`config.mk`:
```
export PLATFORM = sky130hd
export DESIGN_NAME = stable_priority_queue_top
export DESIGN_NICKNAME = d
export VERILOG_FILES = /design/src/design/spq_pkg.sv /design/src/design/spq_ctrl.sv /design/src/design/spq_datapath.sv /design/src/design/stable_priority_queue_top.sv
export SDC_FILE = /design/constraint.sdc
export NUM_CORES = 1
export LEC_CHECK = 0
export BUFFER_PORTS_ARGS = -buffer_cell sky130_fd_sc_hd__buf_2
export CAP_MARGIN = 20
export CORE_MARGIN = 8
export CORE_UTILIZATION = 39
export CTS_CLUSTER_SIZE = 28
export DETAILED_ROUTE_END_ITERATION = 7
export MAX_ROUTING_LAYER = met4
export REMOVE_ABC_BUFFERS = 1
export SLEW_MARGIN = 40
export SYNTH_ARGS = -nofsm -noshare
export SYNTH_HDL_FRONTEND = slang
export SYNTH_HIERARCHICAL = 1
export SYNTH_SLANG_ARGS = --single-unit
export TNS_END_PERCENT = 50
```
`constraint.sdc`:
```
create_clock -name clk -period 5.8 [get_ports clk]
set_input_delay 0.29 -clock clk [delete_from_list [all_inputs] [get_ports clk]]
set_output_delay 0.29 -clock clk [all_outputs]
set_load 0.05 [all_outputs]
```
`src/design/spq_pkg.sv`:
```
// ----------------------------------------------------------------------------
// spq_pkg
// Shared types, codes and sizes for the stable priority queue.
// ----------------------------------------------------------------------------
package spq_pkg;

  localparam int CAPACITY = 16;
  localparam int CNT_W    = $clog2(CAPACITY + 1);
  localparam int OCC_W    = 5;

  localparam logic FUNC_ENQ = 1'b0;
  localparam logic FUNC_DEQ = 1'b1;

  localparam logic [1:0] ST_OK    = 2'd0;
  localparam logic [1:0] ST_EMPTY = 2'd1;
  localparam logic [1:0] ST_FULL  = 2'd2;

  typedef struct packed {
    logic       func;
    logic [7:0] proc_id;
    logic [7:0] prio;
  } req_t;

  typedef struct packed {
    logic [1:0]       status;
    logic [7:0]       out_id;
    logic [7:0]       out_prio;
    logic [OCC_W-1:0] occupancy;
  } rsp_t;

  typedef struct packed {
    logic [7:0] proc_id;
    logic [7:0] prio;
  } entry_t;

  typedef struct packed {
    logic load;
    logic exec;
  } cmd_t;

endpackage

```
`src/design/spq_ctrl.sv`:
```
// ----------------------------------------------------------------------------
// spq_ctrl
// Controller: takes one request at a time and issues the load and execute
// commands to the datapath, and owns the response valid flag.
// ----------------------------------------------------------------------------
module spq_ctrl (
  input  logic          clk,
  input  logic          rst,
  input  logic          req_valid,
  output logic          req_ready,
  output logic          rsp_valid,
  input  logic          rsp_ready,
  output spq_pkg::cmd_t cmd
);

  localparam logic S_IDLE = 1'b0;
  localparam logic S_BUSY = 1'b1;

  logic state;
  logic state_next;
  logic rsp_valid_next;

  assign req_ready = (state == S_IDLE);

  always_comb begin
    state_next     = state;
    rsp_valid_next = rsp_valid && !rsp_ready;
    cmd.load       = 1'b0;
    cmd.exec       = 1'b0;
    case (state)
      S_IDLE: begin
        if (req_valid) begin
          cmd.load   = 1'b1;
          state_next = S_BUSY;
        end
      end
      S_BUSY: begin
        if (!rsp_valid || rsp_ready) begin
          cmd.exec       = 1'b1;
          rsp_valid_next = 1'b1;
          state_next     = S_IDLE;
        end
      end
      default: begin
        state_next = S_IDLE;
      end
    endcase
  end

  always_ff @(posedge clk) begin
    if (rst) begin
      state     <= S_IDLE;
      rsp_valid <= 1'b0;
    end else begin
      state     <= state_next;
      rsp_valid <= rsp_valid_next;
    end
  end

endmodule

```
`src/design/spq_datapath.sv`:
```
// ----------------------------------------------------------------------------
// spq_datapath
// Sorted row of entry registers with parallel compare, the fill count, the
// request holding register and the response register.
// ----------------------------------------------------------------------------
module spq_datapath (
  input  logic           clk,
  input  logic           rst,
  input  spq_pkg::cmd_t  cmd,
  input  spq_pkg::req_t  req,
  output spq_pkg::rsp_t  rsp
);

  localparam int CAP = spq_pkg::CAPACITY;

  spq_pkg::req_t               op;
  spq_pkg::entry_t             cells [CAP];
  spq_pkg::entry_t             enq_next [CAP];
  spq_pkg::entry_t             deq_next [CAP];
  spq_pkg::entry_t             prev_cell [CAP];
  spq_pkg::entry_t             new_entry;
  logic [spq_pkg::CNT_W-1:0]   count;
  logic [CAP-1:0]              ge;
  logic [CAP-1:0]              prev_ge;
  logic                        full;
  logic                        empty;

  assign new_entry = '{proc_id: op.proc_id, prio: op.prio};
  assign full      = (count == spq_pkg::CNT_W'(CAP));
  assign empty     = (count == '0);

  // Entries that stay in front of the new one form a prefix of the row.
  always_comb begin
    for (int i = 0; i < CAP; i++) begin
      ge[i] = (spq_pkg::CNT_W'(i) < count) && (cells[i].prio >= op.prio);
    end
  end

  assign prev_ge = {ge[CAP-2:0], 1'b1};

  always_comb begin
    prev_cell[0] = new_entry;
    for (int i = 1; i < CAP; i++) begin
      prev_cell[i] = cells[i-1];
    end
  end

  always_comb begin
    for (int i = 0; i < CAP; i++) begin
      if (ge[i]) begin
        enq_next[i] = cells[i];
      end else if (prev_ge[i]) begin
        enq_next[i] = new_entry;
      end else begin
        enq_next[i] = prev_cell[i];
      end
    end
  end

  always_comb begin
    for (int i = 0; i < CAP - 1; i++) begin
      deq_next[i] = cells[i+1];
    end
    deq_next[CAP-1] = cells[CAP-1];
  end

  always_ff @(posedge clk) begin
    if (cmd.load) begin
      op <= req;
    end
  end

  always_ff @(posedge clk) begin
    if (cmd.exec) begin
      if (op.func == spq_pkg::FUNC_ENQ && !full) begin
        for (int i = 0; i < CAP; i++) begin
          cells[i] <= enq_next[i];
        end
      end else if (op.func == spq_pkg::FUNC_DEQ && !empty) begin
        for (int i = 0; i < CAP; i++) begin
          cells[i] <= deq_next[i];
        end
      end
    end
  end

  always_ff @(posedge clk) begin
    if (rst) begin
      count <= '0;
    end else if (cmd.exec) begin
      if (op.func == spq_pkg::FUNC_ENQ && !full) begin
        count <= count + 1'b1;
      end else if (op.func == spq_pkg::FUNC_DEQ && !empty) begin
        count <= count - 1'b1;
      end
    end
  end

  always_ff @(posedge clk) begin
    if (cmd.exec) begin
      if (op.func == spq_pkg::FUNC_ENQ) begin
        rsp.out_id   <= '0;
        rsp.out_prio <= '0;
        if (full) begin
          rsp.status    <= spq_pkg::ST_FULL;
          rsp.occupancy <= spq_pkg::OCC_W'(count);
        end else begin
          rsp.status    <= spq_pkg::ST_OK;
          rsp.occupancy <= spq_pkg::OCC_W'(count + 1'b1);
        end
      end else begin
        if (empty) begin
          rsp.status    <= spq_pkg::ST_EMPTY;
          rsp.out_id    <= '0;
          rsp.out_prio  <= '0;
          rsp.occupancy <= spq_pkg::OCC_W'(count);
        end else begin
          rsp.status    <= spq_pkg::ST_OK;
          rsp.out_id    <= cells[0].proc_id;
          rsp.out_prio  <= cells[0].prio;
          rsp.occupancy <= spq_pkg::OCC_W'(count - 1'b1);
        end
      end
    end
  end

endmodule

```
`src/design/stable_priority_queue_top.sv`:
```
// ----------------------------------------------------------------------------
// stable_priority_queue_top
// Bounded priority queue of process entries, highest priority first and
// first come first served among equal priorities.
// ----------------------------------------------------------------------------
// A request is transferred into the request holding register, and then in an
// execute step the sorted row of entry registers compares every held
// priority against the new one at once and shifts to insert or remove. The
// response then sits in an output register, and the next request is taken
// only after the execute step, so the block does not take a new request
// before it is through with the last one. If a response is still waiting,
// the execute cycle of the next request is held until it has been taken.
// ----------------------------------------------------------------------------
module stable_priority_queue_top (
  input  logic          clk,
  input  logic          rst,
  input  logic          req_valid,
  output logic          req_ready,
  input  spq_pkg::req_t req,
  output logic          rsp_valid,
  input  logic          rsp_ready,
  output spq_pkg::rsp_t rsp
);

  spq_pkg::cmd_t cmd;

  spq_ctrl u_ctrl (
    .clk       (clk),
    .rst       (rst),
    .req_valid (req_valid),
    .req_ready (req_ready),
    .rsp_valid (rsp_valid),
    .rsp_ready (rsp_ready),
    .cmd       (cmd)
  );

  spq_datapath u_datapath (
    .clk (clk),
    .rst (rst),
    .cmd (cmd),
    .req (req),
    .rsp (rsp)
  );

endmodule

```
==> summary.md <==
| Metric | Value |
|---|---|
| Total GRT Usage | `0.206` |
| Hold-fix buffer count after cts | `17` |
| CTS tree | `done` |
| RR Startpoint | `u_datapath/new_entry[7]$_DFFE_PP_` |
| Top-count cell post-synth | `edfxtp_1` |
| Worst min-delay path class | `input pin to flop` |
| Layout Nets | `1861` |
| Area Overhead vs Synth | `11.5%` |
| Post-route DRC | `0` |
| CTS max path bufs | `3` |
| Syn Inst Count | `1699` |
| Routed vias/inst | `6.36` |
| Distinct cells, synth | `57` |
| R2R setup slack | `1.75 ns` |
| Mapped cell area | `18000 µm²` |
| Crit end category | `flop` |
| Grt ovf | `0` |
| Initial Utilization | `0.396` |
| Initial antenna violation count | `0` |
| Post-Synth Adder-Cell Area | `0.0917` |
| Post-synthesis xor/xnor area fraction | `0.00194` |
| Worst-path maximum fanout | `17` |
| Clk_lat worst skew | `0.58 ns` |
| Post-synthesis mux area share | `0.0100` |
| Worst Tran Pin Value | `0.887 ns` |
| Critical Path Start Type | `flop` |
| Core area | `45500 µm²` |
| Register area | `9030 µm²` |
| Flop pwr share | `0.447` |
| Combinational family with the most area after synthesis | `compound AO/OA/AOI/OAI gates` |
| Clock network fraction of total power | `0.383` |
| Routed WL | `55100 µm` |
| Width of the die | `between 200 and 250 µm` |
| Final Setup Violations | `0` |
| Routed via count | `14800` |
| Internal power | `roughly 4.3 mW` |
| 1st-pass router iterations | `7` |
| I/O pin cnt | `46` |
| Slew HR | `0.409` |
| Fin util | `0.442` |
| Hold_ws | `around 0.014 ns` |
| Simple logic cell fraction of the synthesized area | `0.123` |
| Syn Area/Cell | `10.6 µm²` |
| Tot Pwr | `between 6 and 7 mW` |
| WS Path Type | `flop to flop` |
| First-pass GRT wire length | `85000 µm` |
| P per Cell Area | `about 300 nW/µm²` |
| Post-DP Area | `18700 µm²` |
| Hold Violations, Final | `0` |
| Gpl congestion | `about 0.92` |
| CTS resizes | `0` |
| Area occupied by multi-input gates | `8240 µm²` |
| HP Start | `rst` |
| Maximum clock frequency | `~0.25 GHz` |
| Max-slew violation count | `0` |
| # Post-CTS Setup Buffers | `0` |
| Register area share after synthesis | `0.501` |
| Peak supply drop | `0.206 mV` |
| Data arrival, critical path | `4.36 ns` |
| Clk slew on worst S/H paths | `~0.060 ns` |
| Switching Share | `0.287` |
| Diode count | `0` |
| Post-synth ARST share | `0` |
| Synth Register Bits | `around 300` |
| HPWL Detailed | `between 30000 and 40000 µm` |
| Skew final | `0.0261 ns` |
| Syn. warnings | `6` |
| Max Cap Viol | `0` |
| Complex-gate fraction of the synthesized area | `0.228` |
| Area share of the largest cell type after synthesis | `0.493` |
| Top cells by count, synth | `edfxtp_1, nand2_1, ha_1` |
| Most used DFF post-synth | `edfxtp_1` |
| Synth top area cells | `edfxtp_1, ha_1, a221o_1` |
| Combinational share of power | `0.170` |
| Layout cells sized above 1 | `0.106` |
| Worst EP required | `6.11 ns` |
| Largest net degree at the start of global routing | `77` |
| H-tree depth | `2` |
| 1st-iter DRT viols | `1757` |
| Avg WL per Cell | `23.6 µm` |
| Clock Root Buffer | `clkbuf_16` |
| Status | `completed` |
| Die Y | `231 µm` |
| WHS Endpoint | `u_datapath/count[4]$_SDFFE_PP0P_` |
| Row count | `78` |
| Lkg Pwr | `~7.6 nW` |
| Worst reg-to-reg path cell count | `8` |
| Tcrit/Tclk final | `0.698` |
| Area leader, netlist | `edfxtp_1` |
| Post-Layout Inst Area | `20100 µm²` |
| Crit path time final | `4.05 ns` |
| Number of port buffers | `45` |
| WHS Path Cells | `2` |
| Total clock sinks | `around 300` |
| Net switching power | `1.73 mW` |
| Post-synth EDFFs | `296` |
| RSZ-0062 raised after global routing | `no` |
| Total of fill cells in the finished design | `4280` |
| Die ar. | `53300 µm²` |
| FF-to-FF End | `u_datapath/cells[0][94]$_DFFE_PP_` |
| TritonCTS Buffers | `37` |
| Post-route antenna net violation count | `0` |
| Number of global-route vias before repair | `14200` |
## power groups by stage
stage | clock network, mW | registers [mW] | logic [mW]
2_1_floorplan | 0 | 2.73 | 0.636
3_3_place_gp | 0 | 2.73 | 0.969
3_5_place_dp | 0 | 2.73 | 0.998
4_1_cts | 2.35 | 2.69 | 1.01
5_1_grt | 2.43 | 2.70 | 1.12
6_report | 2.31 | 2.69 | 1.02
## logic make-up after synthesis
logic type,after synthesis
flip-flops,303
AO/OA/AOI/OAI,591
buffers and inverters,170
adder cells (fa/ha/maj),132
AND/OR/NAND/NOR,483
XOR/XNOR,4
multiplexers,16
## worst max-delay path, stage by stage, from the launching register on
cell	delay, ns
edfxtp_1	0.47
clkinv_1	0.70
ha_1	0.62
and2_1	0.15
o2111ai_1	0.13
o21ai_2	0.52
and2_1	0.64
o21ai_2	0.29
buf_4	0.27
## state kept, by name (all words and copies together) (netlist names)
signal                cells
u_datapath/cells        256
u_datapath/count          5
u_datapath/rsp           23
u_ctrl/rsp_valid          1
u_datapath/new_entry     16
u_ctrl/state              1
u_datapath/op             1
## worst max-delay path by stage
stage	from	to	depth (start not counted)
6_report	u_datapath/new_entry[7]$_DFFE_PP_	u_datapath/cells[0][94]$_DFFE_PP_	8
5_1_grt	u_datapath/new_entry[7]$_DFFE_PP_	u_datapath/cells[0][94]$_DFFE_PP_	8
4_1_cts	u_datapath/new_entry[5]$_DFFE_PP_	u_datapath/cells[0][94]$_DFFE_PP_	8
3_5_place_dp	u_datapath/new_entry[5]$_DFFE_PP_	u_datapath/cells[0][94]$_DFFE_PP_	8
3_3_place_gp	u_datapath/new_entry[5]$_DFFE_PP_	u_datapath/cells[0][90]$_DFFE_PP_	8
2_1_floorplan	u_ctrl/rsp_valid$_SDFF_PP0_	u_datapath/cells[0][0]$_DFFE_PP_	4
## layer usage
| layer | up-vias | routed length (µm) | track usage |
|---|---|---|---|
| met3 | 139 | 4610 | 0.0358 |
| met4 | 0 | 1960 | 0.0748 |
| met2 | 747 | 25000 | 0.316 |
| li1 | 6676 | - | - |
| met1 | 7257 | 23500 | 0.273 |
| met5 | - | 0 | - |
## cell usage in the layout, fill, tap and decap left out, types with 5 or more instances in the layout
cell	synthesis	layout
a211o_1	11	11
nor2_1	116	116
and3_1	17	16
and2_1	27	27
buf_4	0	47
a31oi_1	94	94
nand3_1	118	117
edfxtp_1	296	296
a221o_1	127	127
clkinv_1	0	8
buf_2	34	45
o21ai_1	13	16
o21ai_0	102	94
a21oi_1	126	126
inv_1	30	28
dfxtp_1	7	7
nand2_1	158	157
ha_1	132	132
a221oi_1	13	13
o2111ai_1	12	12
o211ai_1	20	20
dlygate4sd3_1	0	17
clkbuf_16	0	37
a21o_1	37	36
clkbuf_1	79	10
mux2_2	16	16
o21a_1	5	5
a211oi_1	7	7
nand2b_1	19	18
nor2_2	7	7
## cell type report
cell class                 count  share of cell area
clock buffer                  47              0.0480
clock inverter                15              0.0111
inverter                      30             0.00561
multi-input combinational   1226               0.411
sequential                   303               0.450
tap                          600              0.0374
timing repair buffer         110              0.0378
## stage by stage
| stage | std cells | setup WS [ns] | TNS, ns |
|---|---|---|---|
| finish | 2331 | 1.75 | 0 |
| global route | 2331 | 1.46 | 0 |
| CTS | 2331 | 1.77 | 0 |
| global placement | 2251 | 1.70 | 0 |
| floorplan | 1559 | -0.670 | -95.65 |
| detailed placement | 2252 | 1.80 | 0 |
(Power assumes the default switching activity.)
